<file path="config.mk">
export PLATFORM = sky130hd
export DESIGN_NAME = diff_drive_odometry_integrator
export DESIGN_NICKNAME = d
export VERILOG_FILES = /design/src/rtl/core/ddo_pkg.sv /design/src/rtl/core/ddo_serial_mul.sv /design/src/rtl/core/ddo_serial_div.sv /design/src/rtl/core/ddo_cordic.sv /design/src/rtl/core/diff_drive_odometry_integrator.sv
export SDC_FILE = /design/constraint.sdc
export NUM_CORES = 2
export LEC_CHECK = 0
export CAP_MARGIN = 20
export CORE_AREA = 3 3 372 374
export CTS_CLUSTER_DIAMETER = 30
export DETAILED_ROUTE_END_ITERATION = 10
export DIE_AREA = 0 0 375 377
export DONT_BUFFER_PORTS = 1
export HOLD_SLACK_MARGIN = 0.05
export PLACE_DENSITY = 0.72
export SYNTH_ARGS = -nofsm -noshare
export SYNTH_HDL_FRONTEND = slang
export SYNTH_SLANG_ARGS = --single-unit
</file>
<file path="constraint.sdc">
create_clock -name clock -period 11.98 [get_ports clock]
set_input_delay 1.198 -clock clock [delete_from_list [all_inputs] [get_ports clock]]
set_output_delay 1.198 -clock clock [all_outputs]
set_load 0.05 [all_outputs]
</file>
<file path="src/rtl/core/ddo_pkg.sv">
// ---------------------------------------------------------------------------
// Odometry integrator package
// Types, widths, constants and the arctangent table of the odometry block.
// ---------------------------------------------------------------------------
`default_nettype none

package ddo_pkg;

   localparam int CORDIC_STEPS_DEF = 16;
   localparam int CORDIC_STEPS_MAX = 24;
   localparam int ATAN_IDX_W       = 5;
   localparam int CORDIC_W         = 34;

   localparam int MUL_A_W = 40;
   localparam int MUL_B_W = 24;
   localparam int MUL_P_W = 64;
   localparam int DIV_N_W = 44;
   localparam int DIV_D_W = 31;

   localparam logic signed [CORDIC_W-1:0] CORDIC_GAIN  = 34'sh026DD3B6A;
   localparam logic [DIV_D_W-1:0]         WRAP_2PI_Q28 = 31'd1686629713;
   localparam logic [DIV_D_W-1:0]         CM_TO_M_DIV  = 31'd26214400;
   localparam logic [MUL_B_W-1:0]         INV_4PI_Q24  = 24'd1335088;

   localparam int CSR_IDX_W  = 2;
   localparam int CSR_DATA_W = 16;
   localparam logic [CSR_DATA_W-1:0] INV_WHEELBASE_RST = 16'd6425;
   localparam logic [CSR_DATA_W-1:0] TICK_SECONDS_RST  = 16'd1311;
   localparam logic [CSR_DATA_W-1:0] WHEEL_GAIN_RST    = 16'd41218;

   localparam logic [CSR_IDX_W-1:0] CSR_INV_WHEELBASE = 2'd0;
   localparam logic [CSR_IDX_W-1:0] CSR_TICK_SECONDS  = 2'd1;
   localparam logic [CSR_IDX_W-1:0] CSR_WHEEL_GAIN    = 2'd2;

   localparam logic KIND_COMMAND = 1'b0;
   localparam logic KIND_TICK    = 1'b1;

   typedef struct packed {
      logic               kind;
      logic signed [15:0] left_vel;
      logic signed [15:0] right_vel;
      logic [15:0]        duration_ticks;
   } req_type;

   typedef struct packed {
      logic signed [31:0] pos_x;
      logic signed [31:0] pos_y;
      logic [31:0]        heading;
      logic signed [15:0] linear_speed;
      logic signed [23:0] turn_rate;
      logic signed [15:0] quat_z;
      logic signed [15:0] quat_w;
      logic signed [31:0] left_wheel_angle;
      logic signed [31:0] right_wheel_angle;
      logic signed [15:0] left_wheel_speed;
      logic signed [15:0] right_wheel_speed;
      logic               command_done;
   } rsp_type;

   typedef enum logic [3:0] {
      ST_IDLE  = 4'b0001,
      ST_ISSUE = 4'b0010,
      ST_WAIT  = 4'b0100,
      ST_EMIT  = 4'b1000
   } state_type;

   typedef enum logic [4:0] {
      STEP_OMEGA = 5'd0,
      STEP_CORD1 = 5'd1,
      STEP_VC    = 5'd2,
      STEP_VCDT  = 5'd3,
      STEP_DIVX  = 5'd4,
      STEP_VS    = 5'd5,
      STEP_VSDT  = 5'd6,
      STEP_DIVY  = 5'd7,
      STEP_OMDT  = 5'd8,
      STEP_OMK   = 5'd9,
      STEP_LG    = 5'd10,
      STEP_LGDT  = 5'd11,
      STEP_LDIV  = 5'd12,
      STEP_RG    = 5'd13,
      STEP_RGDT  = 5'd14,
      STEP_RDIV  = 5'd15,
      STEP_CORD2 = 5'd16
   } step_type;

   function automatic logic [31:0] atan_entry(input logic [ATAN_IDX_W-1:0] idx);
      logic [31:0] r;
      case (idx)
         5'd0:    r = 32'h20000000;
         5'd1:    r = 32'h12E4051E;
         5'd2:    r = 32'h09FB385B;
         5'd3:    r = 32'h051111D4;
         5'd4:    r = 32'h028B0D43;
         5'd5:    r = 32'h0145D7E1;
         5'd6:    r = 32'h00A2F61E;
         5'd7:    r = 32'h00517C55;
         5'd8:    r = 32'h0028BE53;
         5'd9:    r = 32'h00145F2F;
         5'd10:   r = 32'h000A2F98;
         5'd11:   r = 32'h000517CC;
         5'd12:   r = 32'h00028BE6;
         5'd13:   r = 32'h000145F3;
         5'd14:   r = 32'h0000A2FA;
         5'd15:   r = 32'h0000517D;
         5'd16:   r = 32'h000028BE;
         5'd17:   r = 32'h0000145F;
         5'd18:   r = 32'h00000A30;
         5'd19:   r = 32'h00000518;
         5'd20:   r = 32'h0000028C;
         5'd21:   r = 32'h00000146;
         5'd22:   r = 32'h000000A3;
         5'd23:   r = 32'h00000051;
         default: r = 32'h00000000;
      endcase
      return r;
   endfunction

endpackage

`default_nettype wire

</file>
<file path="src/rtl/core/ddo_serial_mul.sv">
// ---------------------------------------------------------------------------
// Serial multiplier
// Shift-and-add signed multiplier taking one bit of the second operand per
// cycle, most significant bit first.
// ---------------------------------------------------------------------------
`default_nettype none

module ddo_serial_mul (
   input  logic                                 clock,
   input  logic                                 reset,
   input  logic                                 start,
   input  logic signed [ddo_pkg::MUL_A_W-1:0]   a,
   input  logic signed [ddo_pkg::MUL_B_W-1:0]   b,
   output logic                                 done,
   output logic signed [ddo_pkg::MUL_P_W-1:0]   product
);
   import ddo_pkg::*;

   localparam int CNT_W = $clog2(MUL_B_W);

   logic                      busy_ff, busy_in;
   logic                      done_ff, done_in;
   logic [CNT_W-1:0]          bit_ff, bit_in;
   logic signed [MUL_A_W-1:0] a_ff, a_in;
   logic [MUL_B_W-1:0]        b_ff, b_in;
   logic signed [MUL_P_W-1:0] acc_ff, acc_in;
   logic signed [MUL_P_W-1:0] addend;

   always_comb begin
      addend = '0;
      if (b_ff[MUL_B_W-1]) begin
         if (bit_ff == CNT_W'(MUL_B_W-1)) begin
            addend = -MUL_P_W'(a_ff);
         end else begin
            addend = MUL_P_W'(a_ff);
         end
      end
   end

   always_comb begin
      busy_in = busy_ff;
      done_in = 1'b0;
      bit_in  = bit_ff;
      a_in    = a_ff;
      b_in    = b_ff;
      acc_in  = acc_ff;
      if (start) begin
         busy_in = 1'b1;
         bit_in  = CNT_W'(MUL_B_W-1);
         a_in    = a;
         b_in    = b;
         acc_in  = '0;
      end else if (busy_ff) begin
         acc_in = (acc_ff <<< 1) + addend;
         b_in   = {b_ff[MUL_B_W-2:0], 1'b0};
         bit_in = bit_ff - 1'b1;
         if (bit_ff == '0) begin
            busy_in = 1'b0;
            done_in = 1'b1;
         end
      end
   end

   always_ff @(posedge clock) begin
      if (reset) begin
         busy_ff <= 1'b0;
         done_ff <= 1'b0;
      end else begin
         busy_ff <= busy_in;
         done_ff <= done_in;
      end
      bit_ff <= bit_in;
      a_ff   <= a_in;
      b_ff   <= b_in;
      acc_ff <= acc_in;
   end

   assign done    = done_ff;
   assign product = acc_ff;

endmodule

`default_nettype wire

</file>
<file path="src/rtl/core/ddo_serial_div.sv">
// ---------------------------------------------------------------------------
// Serial divider
// Restoring unsigned divider producing one quotient bit per cycle.
// ---------------------------------------------------------------------------
`default_nettype none

module ddo_serial_div (
   input  logic                          clock,
   input  logic                          reset,
   input  logic                          start,
   input  logic [ddo_pkg::DIV_N_W-1:0]   dividend,
   input  logic [ddo_pkg::DIV_D_W-1:0]   divisor,
   output logic                          done,
   output logic [ddo_pkg::DIV_N_W-1:0]   quotient,
   output logic [ddo_pkg::DIV_D_W-1:0]   remainder
);
   import ddo_pkg::*;

   localparam int CNT_W = $clog2(DIV_N_W);

   logic               busy_ff, busy_in;
   logic               done_ff, done_in;
   logic [CNT_W-1:0]   cnt_ff, cnt_in;
   logic [DIV_N_W-1:0] n_ff, n_in;
   logic [DIV_D_W-1:0] d_ff, d_in;
   logic [DIV_D_W-1:0] rem_ff, rem_in;
   logic [DIV_D_W:0]   trial;
   logic               fits;

   assign trial = {rem_ff, n_ff[DIV_N_W-1]};
   assign fits  = trial >= {1'b0, d_ff};

   always_comb begin
      busy_in = busy_ff;
      done_in = 1'b0;
      cnt_in  = cnt_ff;
      n_in    = n_ff;
      d_in    = d_ff;
      rem_in  = rem_ff;
      if (start) begin
         busy_in = 1'b1;
         cnt_in  = CNT_W'(DIV_N_W-1);
         n_in    = dividend;
         d_in    = divisor;
         rem_in  = '0;
      end else if (busy_ff) begin
         rem_in = fits ? DIV_D_W'(trial - {1'b0, d_ff}) : DIV_D_W'(trial);
         n_in   = {n_ff[DIV_N_W-2:0], fits};
         cnt_in = cnt_ff - 1'b1;
         if (cnt_ff == '0) begin
            busy_in = 1'b0;
            done_in = 1'b1;
         end
      end
   end

   always_ff @(posedge clock) begin
      if (reset) begin
         busy_ff <= 1'b0;
         done_ff <= 1'b0;
      end else begin
         busy_ff <= busy_in;
         done_ff <= done_in;
      end
      cnt_ff <= cnt_in;
      n_ff   <= n_in;
      d_ff   <= d_in;
      rem_ff <= rem_in;
   end

   assign done      = done_ff;
   assign quotient  = n_ff;
   assign remainder = rem_ff;

endmodule

`default_nettype wire

</file>
<file path="src/rtl/core/ddo_cordic.sv">
// ---------------------------------------------------------------------------
// Iterative CORDIC
// Sine and cosine in signed Q3.30 of an angle where 2^32 is a full turn, one
// rotation step per cycle.
// ---------------------------------------------------------------------------
`default_nettype none

module ddo_cordic #(
   parameter int CORDIC_STEPS = ddo_pkg::CORDIC_STEPS_DEF
) (
   input  logic                                  clock,
   input  logic                                  reset,
   input  logic                                  start,
   input  logic [31:0]                           angle,
   output logic                                  done,
   output logic signed [ddo_pkg::CORDIC_W-1:0]   cos_out,
   output logic signed [ddo_pkg::CORDIC_W-1:0]   sin_out
);
   import ddo_pkg::*;

   logic                       busy_ff, busy_in;
   logic                       done_ff, done_in;
   logic                       neg_ff, neg_in;
   logic [ATAN_IDX_W-1:0]      i_ff, i_in;
   logic signed [CORDIC_W-1:0] x_ff, x_in, y_ff, y_in, z_ff, z_in;
   logic [31:0]                quarter, folded;
   logic signed [CORDIC_W-1:0] atan_v, dx, dy;

   assign quarter = angle + 32'h4000_0000;
   assign folded  = quarter[31] ? angle + 32'h8000_0000 : angle;
   assign atan_v  = signed'({2'b00, atan_entry(i_ff)});
   assign dx      = y_ff >>> i_ff;
   assign dy      = x_ff >>> i_ff;

   always_comb begin
      busy_in = busy_ff;
      done_in = 1'b0;
      neg_in  = neg_ff;
      i_in    = i_ff;
      x_in    = x_ff;
      y_in    = y_ff;
      z_in    = z_ff;
      if (start) begin
         busy_in = 1'b1;
         neg_in  = quarter[31];
         i_in    = '0;
         x_in    = CORDIC_GAIN;
         y_in    = '0;
         z_in    = CORDIC_W'(signed'(folded));
      end else if (busy_ff) begin
         if (!z_ff[CORDIC_W-1]) begin
            x_in = x_ff - dx;
            y_in = y_ff + dy;
            z_in = z_ff - atan_v;
         end else begin
            x_in = x_ff + dx;
            y_in = y_ff - dy;
            z_in = z_ff + atan_v;
         end
         i_in = i_ff + 1'b1;
         if (i_ff == ATAN_IDX_W'(CORDIC_STEPS-1)) begin
            busy_in = 1'b0;
            done_in = 1'b1;
         end
      end
   end

   always_ff @(posedge clock) begin
      if (reset) begin
         busy_ff <= 1'b0;
         done_ff <= 1'b0;
      end else begin
         busy_ff <= busy_in;
         done_ff <= done_in;
      end
      neg_ff <= neg_in;
      i_ff   <= i_in;
      x_ff   <= x_in;
      y_ff   <= y_in;
      z_ff   <= z_in;
   end

   assign done    = done_ff;
   assign cos_out = neg_ff ? -x_ff : x_ff;
   assign sin_out = neg_ff ? -y_ff : y_ff;

endmodule

`default_nettype wire

</file>
<file path="src/rtl/core/diff_drive_odometry_integrator.sv">
// ---------------------------------------------------------------------------
// Differential-drive odometry integrator
// Dead-reckoning of pose, heading quaternion and wheel angles from held
// wheel speeds, one integration step per tick beat under an active command.
// ---------------------------------------------------------------------------
//   Channel  Direction  Handshake               Payload
//   req_     in         req_valid / req_stall   ddo_pkg::req_type
//   rsp_     out        rsp_valid / rsp_stall   ddo_pkg::rsp_type
//   csr_     in         csr_write_enable        csr_index, csr_write_data
//
// A command beat gives no result.
// A tick beat runs eleven serial multiplies, four serial divisions and two
// CORDIC passes, one after another.
// Reset is synchronous and leaves the block idle with the reset pose.
// A result waits in the output register under rsp_stall while a new beat
// may still be accepted.
// ---------------------------------------------------------------------------
`default_nettype none

module diff_drive_odometry_integrator #(
   parameter int CORDIC_STEPS = ddo_pkg::CORDIC_STEPS_DEF
) (
   input  logic                               clock,
   input  logic                               reset,
   input  logic                               req_valid,
   output logic                               req_stall,
   input  ddo_pkg::req_type                   req_data,
   output logic                               rsp_valid,
   input  logic                               rsp_stall,
   output ddo_pkg::rsp_type                   rsp_data,
   input  logic                               csr_write_enable,
   input  logic [ddo_pkg::CSR_IDX_W-1:0]      csr_index,
   input  logic [ddo_pkg::CSR_DATA_W-1:0]     csr_write_data
);
   import ddo_pkg::*;

   state_type                  state_ff, state_in;
   step_type                   step_ff, step_in;
   logic [CSR_DATA_W-1:0]      ibw_ff, ibw_in, dt_ff, dt_in, gain_ff, gain_in;
   logic signed [31:0]         x_ff, x_in, y_ff, y_in;
   logic [31:0]                heading_ff, heading_in;
   logic signed [31:0]         left_ang_ff, left_ang_in, right_ang_ff, right_ang_in;
   logic signed [15:0]         held_l_ff, held_l_in, held_r_ff, held_r_in;
   logic [15:0]                held_dur_ff, held_dur_in, ticks_ff, ticks_in;
   logic                       active_ff, active_in;
   logic                       rsp_valid_ff, rsp_valid_in;
   rsp_type                    rsp_data_ff, rsp_data_in;
   logic signed [15:0]         v_ff, v_in;
   logic signed [23:0]         omega_ff, omega_in;
   logic signed [CORDIC_W-1:0] cos_ff, cos_in, sin_ff, sin_in;
   logic signed [15:0]         qz_ff, qz_in, qw_ff, qw_in;
   logic signed [MUL_A_W-1:0]  tmp_ff, tmp_in;
   logic                       neg_ff, neg_in;
   logic [DIV_N_W-1:0]         dvd_ff, dvd_in;

   logic                       mul_start, div_start, cor_start;
   logic                       mul_done, div_done, cor_done, unit_done;
   logic signed [MUL_A_W-1:0]  mul_a;
   logic signed [MUL_B_W-1:0]  mul_b;
   logic signed [MUL_P_W-1:0]  mul_p;
   logic [DIV_D_W-1:0]         div_d;
   logic [DIV_N_W-1:0]         div_q;
   logic [DIV_D_W-1:0]         div_r;
   logic [31:0]                cor_angle;
   logic signed [CORDIC_W-1:0] cor_c, cor_s;
   logic                       req_accept;
   logic                       is_cordic, is_div;

   function automatic logic signed [31:0] sat32(input logic signed [47:0] v);
      logic signed [31:0] r;
      if (v > 48'sh0000_7FFF_FFFF) begin
         r = 32'sh7FFF_FFFF;
      end else if (v < 48'shFFFF_8000_0000) begin
         r = 32'sh8000_0000;
      end else begin
         r = v[31:0];
      end
      return r;
   endfunction

   function automatic logic signed [15:0] sat16(input logic signed [CORDIC_W-1:0] v);
      logic signed [15:0] r;
      if (v > 34'sh0_0000_7FFF) begin
         r = 16'sh7FFF;
      end else if (v < 34'sh3_FFFF_8000) begin
         r = 16'sh8000;
      end else begin
         r = v[15:0];
      end
      return r;
   endfunction

   assign is_cordic  = (step_ff == STEP_CORD1) || (step_ff == STEP_CORD2);
   assign is_div     = (step_ff == STEP_DIVX) || (step_ff == STEP_DIVY) ||
                       (step_ff == STEP_LDIV) || (step_ff == STEP_RDIV);
   assign cor_start  = (state_ff == ST_ISSUE) && is_cordic;
   assign div_start  = (state_ff == ST_ISSUE) && is_div;
   assign mul_start  = (state_ff == ST_ISSUE) && !is_cordic && !is_div;
   assign unit_done  = is_cordic ? cor_done : (is_div ? div_done : mul_done);
   assign cor_angle  = (step_ff == STEP_CORD1) ? {heading_ff[30:0], 1'b0} : heading_ff;
   assign div_d      = ((step_ff == STEP_DIVX) || (step_ff == STEP_DIVY)) ?
                       CM_TO_M_DIV : WRAP_2PI_Q28;
   assign req_stall  = (state_ff != ST_IDLE);
   assign req_accept = req_valid && !req_stall;

   always_comb begin
      logic signed [16:0] diff;
      diff  = 17'(held_r_ff) - 17'(held_l_ff);
      mul_a = '0;
      mul_b = '0;
      case (step_ff)
         STEP_OMEGA: begin
            mul_a = MUL_A_W'(diff);
            mul_b = {8'd0, ibw_ff};
         end
         STEP_VC: begin
            mul_a = MUL_A_W'(cos_ff);
            mul_b = MUL_B_W'(v_ff);
         end
         STEP_VS: begin
            mul_a = MUL_A_W'(sin_ff);
            mul_b = MUL_B_W'(v_ff);
         end
         STEP_VCDT, STEP_VSDT, STEP_OMK, STEP_LGDT, STEP_RGDT: begin
            mul_a = tmp_ff;
            mul_b = (step_ff == STEP_OMK) ? INV_4PI_Q24 : {8'd0, dt_ff};
         end
         STEP_OMDT: begin
            mul_a = MUL_A_W'(omega_ff);
            mul_b = {8'd0, dt_ff};
         end
         STEP_LG: begin
            mul_a = MUL_A_W'(held_l_ff);
            mul_b = {8'd0, gain_ff};
         end
         STEP_RG: begin
            mul_a = MUL_A_W'(held_r_ff);
            mul_b = {8'd0, gain_ff};
         end
         default: begin
            mul_a = '0;
            mul_b = '0;
         end
      endcase
   end

   always_comb begin
      logic signed [MUL_P_W-1:0] sh;
      logic signed [MUL_P_W-1:0] mag;
      logic signed [47:0]        q;
      logic signed [47:0]        wide;
      logic signed [31:0]        r;
      logic [15:0]               ticks_next;
      logic                      finished;

      sh         = '0;
      mag        = '0;
      q          = '0;
      wide       = '0;
      r          = '0;
      ticks_next = '0;
      finished   = 1'b0;

      state_in     = state_ff;
      step_in      = step_ff;
      ibw_in       = ibw_ff;
      dt_in        = dt_ff;
      gain_in      = gain_ff;
      x_in         = x_ff;
      y_in         = y_ff;
      heading_in   = heading_ff;
      left_ang_in  = left_ang_ff;
      right_ang_in = right_ang_ff;
      held_l_in    = held_l_ff;
      held_r_in    = held_r_ff;
      held_dur_in  = held_dur_ff;
      ticks_in     = ticks_ff;
      active_in    = active_ff;
      rsp_valid_in = rsp_valid_ff && rsp_stall;
      rsp_data_in  = rsp_data_ff;
      v_in         = v_ff;
      omega_in     = omega_ff;
      cos_in       = cos_ff;
      sin_in       = sin_ff;
      qz_in        = qz_ff;
      qw_in        = qw_ff;
      tmp_in       = tmp_ff;
      neg_in       = neg_ff;
      dvd_in       = dvd_ff;

      if (csr_write_enable) begin
         unique case (csr_index)
            CSR_INV_WHEELBASE: ibw_in  = csr_write_data;
            CSR_TICK_SECONDS:  dt_in   = csr_write_data;
            CSR_WHEEL_GAIN:    gain_in = csr_write_data;
            default: ;
         endcase
      end

      unique case (state_ff)
         ST_IDLE: begin
            if (req_accept) begin
               if (req_data.kind == KIND_COMMAND) begin
                  held_l_in   = req_data.left_vel;
                  held_r_in   = req_data.right_vel;
                  held_dur_in = req_data.duration_ticks;
                  ticks_in    = '0;
                  active_in   = 1'b1;
               end else if (active_ff) begin
                  v_in     = 16'((17'(held_l_ff) + 17'(held_r_ff)) >>> 1);
                  step_in  = STEP_OMEGA;
                  state_in = ST_ISSUE;
               end
            end
         end
         ST_ISSUE: begin
            state_in = ST_WAIT;
         end
         ST_WAIT: begin
            if (unit_done) begin
               case (step_ff)
                  STEP_OMEGA: begin
                     sh = mul_p >>> 8;
                     if (sh > 64'sh7F_FFFF) begin
                        omega_in = 24'sh7F_FFFF;
                     end else if (sh < -64'sh80_0000) begin
                        omega_in = 24'sh80_0000;
                     end else begin
                        omega_in = sh[23:0];
                     end
                  end
                  STEP_CORD1: begin
                     cos_in = cor_c;
                     sin_in = cor_s;
                  end
                  STEP_VC, STEP_VS: begin
                     tmp_in = MUL_A_W'(mul_p >>> 20);
                  end
                  STEP_VCDT, STEP_VSDT: begin
                     neg_in = mul_p[MUL_P_W-1];
                     mag    = mul_p[MUL_P_W-1] ? -mul_p : mul_p;
                     dvd_in = mag[DIV_N_W-1:0];
                  end
                  STEP_DIVX, STEP_DIVY: begin
                     q = signed'(48'(div_q));
                     if (neg_ff) begin
                        q = -q - 48'(div_r != '0);
                     end
                     if (step_ff == STEP_DIVX) begin
                        x_in = sat32(48'(x_ff) + q);
                     end else begin
                        y_in = sat32(48'(y_ff) + q);
                     end
                  end
                  STEP_OMDT, STEP_LG, STEP_RG: begin
                     tmp_in = MUL_A_W'(mul_p);
                  end
                  STEP_OMK: begin
                     heading_in = heading_ff + mul_p[55:24];
                  end
                  STEP_LGDT, STEP_RGDT: begin
                     sh   = mul_p >>> 12;
                     wide = ((step_ff == STEP_LGDT) ? 48'(left_ang_ff) : 48'(right_ang_ff))
                            + 48'(sh);
                     neg_in = wide[47];
                     mag    = wide[47] ? 64'(-wide) : 64'(wide);
                     dvd_in = mag[DIV_N_W-1:0];
                  end
                  STEP_LDIV, STEP_RDIV: begin
                     r = signed'({1'b0, div_r});
                     if (neg_ff) begin
                        r = -r;
                     end
                     if (step_ff == STEP_LDIV) begin
                        left_ang_in = r;
                     end else begin
                        right_ang_in = r;
                     end
                  end
                  STEP_CORD2: begin
                     qz_in = sat16(cor_s >>> 15);
                     qw_in = sat16(cor_c >>> 15);
                  end
                  default: ;
               endcase
               if (step_ff == STEP_CORD2) begin
                  state_in = ST_EMIT;
               end else begin
                  step_in  = step_type'(step_ff + 5'd1);
                  state_in = ST_ISSUE;
               end
            end
         end
         ST_EMIT: begin
            if (!rsp_valid_ff || !rsp_stall) begin
               ticks_next = (ticks_ff == 16'hFFFF) ? ticks_ff : ticks_ff + 16'd1;
               finished   = ticks_next >= held_dur_ff;
               ticks_in   = ticks_next;
               active_in  = !finished;
               rsp_data_in.pos_x             = x_ff;
               rsp_data_in.pos_y             = y_ff;
               rsp_data_in.heading           = heading_ff;
               rsp_data_in.linear_speed      = v_ff;
               rsp_data_in.turn_rate         = omega_ff;
               rsp_data_in.quat_z            = qz_ff;
               rsp_data_in.quat_w            = qw_ff;
               rsp_data_in.left_wheel_angle  = left_ang_ff;
               rsp_data_in.right_wheel_angle = right_ang_ff;
               rsp_data_in.left_wheel_speed  = held_l_ff;
               rsp_data_in.right_wheel_speed = held_r_ff;
               rsp_data_in.command_done      = finished;
               rsp_valid_in = 1'b1;
               state_in     = ST_IDLE;
            end
         end
         default: state_in = ST_IDLE;
      endcase
   end

   always_ff @(posedge clock) begin
      if (reset) begin
         state_ff     <= ST_IDLE;
         step_ff      <= STEP_OMEGA;
         ibw_ff       <= INV_WHEELBASE_RST;
         dt_ff        <= TICK_SECONDS_RST;
         gain_ff      <= WHEEL_GAIN_RST;
         x_ff         <= '0;
         y_ff         <= '0;
         heading_ff   <= '0;
         left_ang_ff  <= '0;
         right_ang_ff <= '0;
         held_l_ff    <= '0;
         held_r_ff    <= '0;
         held_dur_ff  <= '0;
         ticks_ff     <= '0;
         active_ff    <= 1'b0;
         rsp_valid_ff <= 1'b0;
      end else begin
         state_ff     <= state_in;
         step_ff      <= step_in;
         ibw_ff       <= ibw_in;
         dt_ff        <= dt_in;
         gain_ff      <= gain_in;
         x_ff         <= x_in;
         y_ff         <= y_in;
         heading_ff   <= heading_in;
         left_ang_ff  <= left_ang_in;
         right_ang_ff <= right_ang_in;
         held_l_ff    <= held_l_in;
         held_r_ff    <= held_r_in;
         held_dur_ff  <= held_dur_in;
         ticks_ff     <= ticks_in;
         active_ff    <= active_in;
         rsp_valid_ff <= rsp_valid_in;
      end
      rsp_data_ff <= rsp_data_in;
      v_ff        <= v_in;
      omega_ff    <= omega_in;
      cos_ff      <= cos_in;
      sin_ff      <= sin_in;
      qz_ff       <= qz_in;
      qw_ff       <= qw_in;
      tmp_ff      <= tmp_in;
      neg_ff      <= neg_in;
      dvd_ff      <= dvd_in;
   end

   ddo_serial_mul u_mul (
      .clock   (clock),
      .reset   (reset),
      .start   (mul_start),
      .a       (mul_a),
      .b       (mul_b),
      .done    (mul_done),
      .product (mul_p)
   );

   ddo_serial_div u_div (
      .clock     (clock),
      .reset     (reset),
      .start     (div_start),
      .dividend  (dvd_ff),
      .divisor   (div_d),
      .done      (div_done),
      .quotient  (div_q),
      .remainder (div_r)
   );

   ddo_cordic #(
      .CORDIC_STEPS (CORDIC_STEPS)
   ) u_cordic (
      .clock   (clock),
      .reset   (reset),
      .start   (cor_start),
      .angle   (cor_angle),
      .done    (cor_done),
      .cos_out (cor_c),
      .sin_out (cor_s)
   );

   assign rsp_valid = rsp_valid_ff;
   assign rsp_data  = rsp_data_ff;

endmodule

`default_nettype wire

</file>
Yosys cells after proc, flatten, opt, wreduce, memory -nomap -nowiden:

Memory sizes are Yosys's and may differ from the RTL's. A register that Yosys moved wholly into a read port is not among the register bits.
Index checks and enable logic that the tools add are counted.

* bits in registers: 1132
* word-level logic and storage cells: 276
* bits of input ports: 72
* output and inout bits: 267
* memory bits (read-only): 960
* memories: 1

* muxes and demuxes: 78
* equal/unequal tests: 33
* add/subtract/negate cells: 29
* reduce and logical (&&, ||, !) cells: 59
* order comparisons: 12
* shift operators: 2
* bitwise logic cells: 6

Memories
* (name not given): depth 32, bits a word 30, read ports 1, clocked after Yosys merged registers in 1, write ports 0, RTL line ddo_pkg.sv:89 `case (idx)`

Operator list (count)
* 40-bit one-hot mux with 7 select lines: 1
* 48-bit two-way mux: 5
* 34-bit two-way mux: 7
* 32-bit two-way mux: 7
* 44-bit two-way mux: 4
* 64-bit two-way mux: 2
* 24-bit one-hot mux with 5 select lines: 1
* 32-bit by 48-bit adder with 48-bit output: 2
* 48-bit by 32-bit > comparator with 1-bit output, second input constant: 2
* 48-bit by 32-bit < comparator with 1-bit output, second input constant: 2
* 16-bit two-way mux: 6
* 44-bit negator: 2
* 44-bit one-hot mux with 2 select lines: 1
* 40-bit one-hot mux with 2 select lines: 1
* 24-bit two-way mux: 3
* 34-bit adder: 2
* 34-bit negator: 2
* 34-bit by 5-bit >>> shifter with 34-bit output: 2
* 34-bit subtractor: 2
* 64-bit adder: 1
* 40-bit negator with 64-bit output: 1
* 31-bit two-way mux: 2
* 56-bit by 24-bit > comparator with 1-bit output, second input constant: 1
* 56-bit by 24-bit < comparator with 1-bit output, second input constant: 1
* other kinds (59): 159

Logic depth before layout (Yosys ltp):

* word-level depth: 12
* gate-level depth with buffers: 40
* mapped depth without buffers: 38

Modules after synthesis:

Synthesis repeated with hierarchy kept, for this count alone.

* cell total of the unflattened synthesis: 8994
* area, all modules: 81886.0 µm²

By module, submodules not included
* diff_drive_odometry_integrator: area an instance 46833.7 µm², seq. area each 20379.5 µm², cells an instance 4965, times used 1
* ddo_cordic: area an instance 19050.8 µm², seq. area each 3153.0 µm², cells an instance 2327, times used 1
* ddo_serial_mul: area an instance 9781.9 µm², seq. area each 3343.2 µm², cells an instance 1126, times used 1
* ddo_serial_div: area an instance 6219.7 µm², seq. area each 3032.9 µm², cells an instance 576, times used 1

Least setup slack after synthesis:

OpenSTA, ideal clock, no wires.

* path kind: input to register
* from: in rsp_stall
* to: reg ticks_ff[12]
* stages on the path: 7
* arrival time: 9.896 ns
* slack: 1.991 ns
* data required time: 11.887 ns
* library setup time: 0.093 ns
* cells stage by stage: nand2_1 -> nand2b_1 -> clkbuf_1 -> inv_1 -> clkbuf_1 -> a22oi_1 -> nor2_1

* word-level cells in the longest chain between the ends: 4

Ends and longest elaborated chain
* from (decl): RTL line diff_drive_odometry_integrator.sv:29 `input logic rsp_stall,`
* 1-bit zero test: RTL line diff_drive_odometry_integrator.sv:295 `if (!rsp_valid_ff || !rsp_stall) begin`
* 1-bit logical OR: RTL line diff_drive_odometry_integrator.sv:295
* 2-bit != test (no line)
* 4-bit AND reduction (no line)
* to (signal assigned): RTL line diff_drive_odometry_integrator.sv:352 `ticks_ff <= ticks_in;`
* to (decl): RTL line diff_drive_odometry_integrator.sv:44 `logic [15:0] held_dur_ff, held_dur_in, ticks_ff, ticks_in;`

Every way passes these cells.
A chain may end at the register's enable or synchronous reset.

Final worst setup path:

* from: reg u_div.rem_ff[4], in the netlist u_div.remainder[4]
* to: reg x_ff[8]

* word-level cells in the longest chain between the ends: 10
* elaborated cells between the ends (all ways): 11
* those cells by class: 2 x add/sub; 2 x order compare; 6 x mux; 1 x reduce/logical

Ends and longest elaborated chain
* from (decl): RTL line ddo_serial_div.sv:26 `logic [DIV_D_W-1:0] rem_ff, rem_in;`
* from (signal assigned): RTL line ddo_serial_div.sv:68 `rem_ff <= rem_in;`
* 31-bit nonzero test *: RTL line diff_drive_odometry_integrator.sv:247 `q = -q - 48'(div_r != '0);`
* 48-bit by 1-bit subtractor with 48-bit output *: RTL line diff_drive_odometry_integrator.sv:247
* 48-bit two-way mux *: RTL line diff_drive_odometry_integrator.sv:246 `if (neg_ff) begin`
* 48-bit two-way mux *: RTL line diff_drive_odometry_integrator.sv:221 `case (step_ff)`
* 48-bit two-way mux *: RTL line diff_drive_odometry_integrator.sv:220 `if (unit_done) begin`
* 48-bit two-way mux *: RTL line diff_drive_odometry_integrator.sv:200 `unique case (state_ff)`
* 32-bit by 48-bit adder with 48-bit output *: RTL line diff_drive_odometry_integrator.sv:250 `x_in = sat32(48'(x_ff) + q);`
* 48-bit by 32-bit < comparator with 1-bit output: RTL line diff_drive_odometry_integrator.sv:73 `end else if (v < 48'shFFFF_8000_0000) begin`
* 32-bit two-way mux: RTL line diff_drive_odometry_integrator.sv:73
* 32-bit two-way mux *: RTL line diff_drive_odometry_integrator.sv:71 `if (v > 48'sh0000_7FFF_FFFF) begin`
* to (signal assigned): RTL line diff_drive_odometry_integrator.sv:344 `x_ff <= x_in;`
* to (decl): RTL line diff_drive_odometry_integrator.sv:40 `logic signed [31:0] x_ff, x_in, y_ff, y_in;`

Mark *: on every way between the ends. The rest lies on a longest branch, timed or not. The select of a mux whose other input is x is not followed.

==> flow_metrics.py <==
metrics = {
    "synthesis": {
        "synth_nets": 9173,
        "yosysSeqAreaShare_pct": 37.7,
        "synth_ff_type": "edfxtp_1",
        "synth_top_family_by_area": "compound AO/OA/AOI/OAI gates",
        "yosys_warnings": 0,
        "avgSynthCellArea_um2": 8.95,
        "synth_compound_area_share_pct": 20.0,
        "synth_edf_count": 635,
        "async_flop_share_pct": 0,
        "synthSimpleGateAreaFrac_pct": 16.4,
        "yosysTopAreaCell": "edfxtp_1",
        "muxShareOfSynthArea_pct": 6.02,
        "yosysTopAreaCellShare_pct": 24.7,
        "synth_cells": 8617,
        "synth_most_common_cell": "nand2_1",
        "yosys-top-cells-area": "edfxtp_1 25%, dfxtp_1 13%, ha_1 7.7%",
        "synth-seq-cells": 1133,
        "synth_commonest_cells": "1,040 x nand2_1, 751 x nor2_1, 712 x a21oi_1, 635 x edfxtp_1, 548 x o21ai_0",
        "synth_cell_types": 109,
        "synth_xor_area_share_pct": 7.98,
        "synth_fa_ha_area_share_pct": 7.95,
        "syn-cell-area_um2": 77100,
    },
    "timing": {
        "max_slew.worst_pin.slew_ps": 1140,
        "rsz0062_at_grt": "false",
        "period_needed_ps": 9850,
        "slew_headroom_pct": 22.4,
        "fin_crit_sh_pct": 82.2,
        "report.final.hold_viol_count": 0,
        "fin_setup_tns_ps": 0,
        "holdWs_ps": 415,
        "fmax_mhz": 102,
        "clock_skew_ps": 54.4,
        "final_max_slew_viol_count": 0,
        "setup_viol": 0,
    },
    "die": {
        "rows": 135,
        "ioPinCount": 339,
        "core_area_um2": 135000,
        "design.die.area_um2": 141000,
        "fp.dieW_um": 375,
        "start_util_pct": 57.0,
        "die_h_um": 377,
    },
    "worst_setup_path": {
        "path_class": "register to register",
        "reg2reg_from": "u_div.remainder[4]",
        "end_kind": "register",
        "startpoint_type": "register",
        "r2r_slack_ps": 2130,
        "rr_worst_depth": 36,
        "required_ps": 12670,
        "critical_path_arrival_ps": 10540,
        "critPathMaxStageDelay_ps": 510,
        "cp_slowest_cell": "nor4_1",
        "worstPathMaxFanout": 31,
        "r2r_end": "x_ff[8]",
    },
    "power_and_ir_drop": {
        "cellPowerDensity_nw_per_um2": 169,
        "ir_worst_vdd_uv": 133,
        "comb_power_share_pct": 23.8,
        "swShare_pct": 32.0,
        "leakage_nw": 34.7,
        "seq_power_share_pct": 32.1,
        "switching_power_mw": 4.66,
        "p_clk_share_pct": 44.1,
        "internal_power_mw": 9.92,
    },
    "global_route": {
        "use_met2_pct": 57.0,
        "antenna_found_initial": 15,
        "grt_usage_pct": 34.0,
        "grt_use_met1_pct": 41.5,
        "grt_max_degree": 239,
        "grt_overflow_total": 0,
        "met3_usage_pct": 5.65,
        "grt_first_pass_wirelength_um": 375000,
        "grt-busiest-layer": "met2",
        "grt_pass1_vias": 63700,
    },
    "clock_tree": {
        "clock-root-buffer": "clkbuf_16",
        "ctsResizeCount": 0,
        "clockBufferDepth": 3,
        "holdBufCountCts": 0,
        "clk_latency_ps": 850,
        "clock-sinks": 1133,
        "cts-htree-levels": 4,
        "cts_tree": "built",
        "post-cts-setup-buffers": 0,
        "cts_made_buffers": 222,
        "clk_pin_slew_worst_paths_ps": 50,
    },
    "layout": {
        "final_cell_area_um2": 86400,
        "multi_input_area_um2": 45100,
        "final_nets": 9031,
        "n_fill_cell": 11100,
        "area_delta_synth_final_pct": 12.1,
        "layout-drive-gt1-share_pct": 9.01,
        "regArea_um2": 29100,
    },
    "route": {
        "totalWireLength_um": 249000,
        "ant_nets": 0,
        "dr_total_vias": 67200,
        "routedWlPerCell_um": 23.8,
        "drc_errors": 0,
        "dr.pass1.iters": 10,
        "vias_per_cell": 6.42,
        "drt_iter0_drc": 7023,
    },
    "place": {
        "hpwl_um": 182000,
        "placed_area_um2": 78400,
        "io_buffer_count": 0,
        "gp_congestion": 1.04,
    },
    "hold_path": {
        "min_to": "rsp_data[126]",
        "min_from": "qz_ff[13]",
        "holdCritPathClass": "register to register",
        "hold_path_depth": 0,
    },
    "flow_run": {
        "maxCapViolCount": 0,
    },
    "run_status": {
        "outcome": "completed",
    },
}
[area by class of cell]
| cell class | count | share of cell area, % |
|---|---|---|
| Inverter | 311 | 1.36 |
| Timing Repair Buffer | 105 | 0.953 |
| Clock buffer | 253 | 6.81 |
| Tap cell | 1781 | 2.58 |
| Antenna cell | 3 | 0.00869 |
| Multi-Input combinational cell | 6702 | 52.2 |
| Clock inverter | 172 | 2.43 |
| Sequential cell | 1133 | 33.6 |
[cells in the final DEF, fill, tap and decap left out, types with 270 or more instances in the layout]
master	instances
inv_1	302
nand2_1	1040
o21ai_0	547
edfxtp_1	635
xnor2_1	426
nor2_1	743
xor2_1	270
dfxtp_1	491
a21oi_1	711
ha_1	474
[worst max path at each step]
stage               slack [ps]            to                 from
finish                    2130       x_ff[8]   u_div.remainder[4]
global route              1400      x_ff[24]  u_div.remainder[13]
CTS                       2270       x_ff[8]   u_div.remainder[4]
detailed placement        2380       x_ff[8]   u_div.remainder[4]
global placement          2520       x_ff[2]   u_div.remainder[4]
floorplan                 1990  ticks_ff[12]            rsp_stall
[power by group through the flow]
stage	combinational (mW)	sequential [mW]	clock, mW
floorplan	2.70	4.50	0
global placement	3.33	4.72	0
detailed placement	3.37	4.73	0
CTS	3.40	4.66	6.51
global route	3.77	4.69	6.70
finish	3.47	4.68	6.44
[worst max-delay path, delay by kind of cell (launching register included)]
family / cells / cell delay (ps)
xor gates and xnor gates: 1 / 130
and+or+nand+nor: 12 / 3170
buffers and inverters: 1 / 410
adders and majority gates: 3 / 910
AOI/OAI and AO/OA: 19 / 4660
DFF: 1 / 390
[routing by layer]
layer,vias to the layer above,wire length (um)
li1,31300,-
met5,-,27
met2,3014,118000
met4,4,14800
met3,710,19100
met1,32200,96700
[state kept, by name, indices dropped and copies added (netlist names), 24 cells and up]
name	cells
u_mul.product	64
u_cordic.atan_v	30
rsp_data	265
u_div.quotient	44
x_ff	32
right_ang_ff	32
u_cordic.y_ff	34
tmp_ff	40
cos_ff	34
omega_ff	24
left_ang_ff	32
u_mul.a_ff	40
y_ff	32
dvd_ff	44
u_cordic.z_ff	34
u_cordic.x_ff	34
sin_ff	34
heading_ff	32
u_div.remainder	31
u_mul.b_ff	24
[stage by stage]
| stage | util (%) | total power, mW | worst slack [ps] | cells |
|---|---|---|---|---|
| after CTS | 63.8 | 14.6 | 2270 | 10500 |
| after detailed placement | 57.9 | 8.11 | 2380 | 10000 |
| after floorplan | - | 7.20 | 1990 | 8617 |
| after global placement | 57.9 | 8.05 | 2520 | 10000 |
| final | 63.9 | 14.6 | 2130 | 10500 |
| after global routing | 63.9 | 15.2 | 1400 | 10500 |
[cells by family after synthesis]
kind of cell               Yosys count
AOI/OAI and AO/OA                 2423
xor gates and xnor gates           699
adders and majority gates          484
buffers and inverters              782
DFF                               1133
muxes                              351
and+or+nand+nor                   2745
Power figures use the tool's default switching activity.
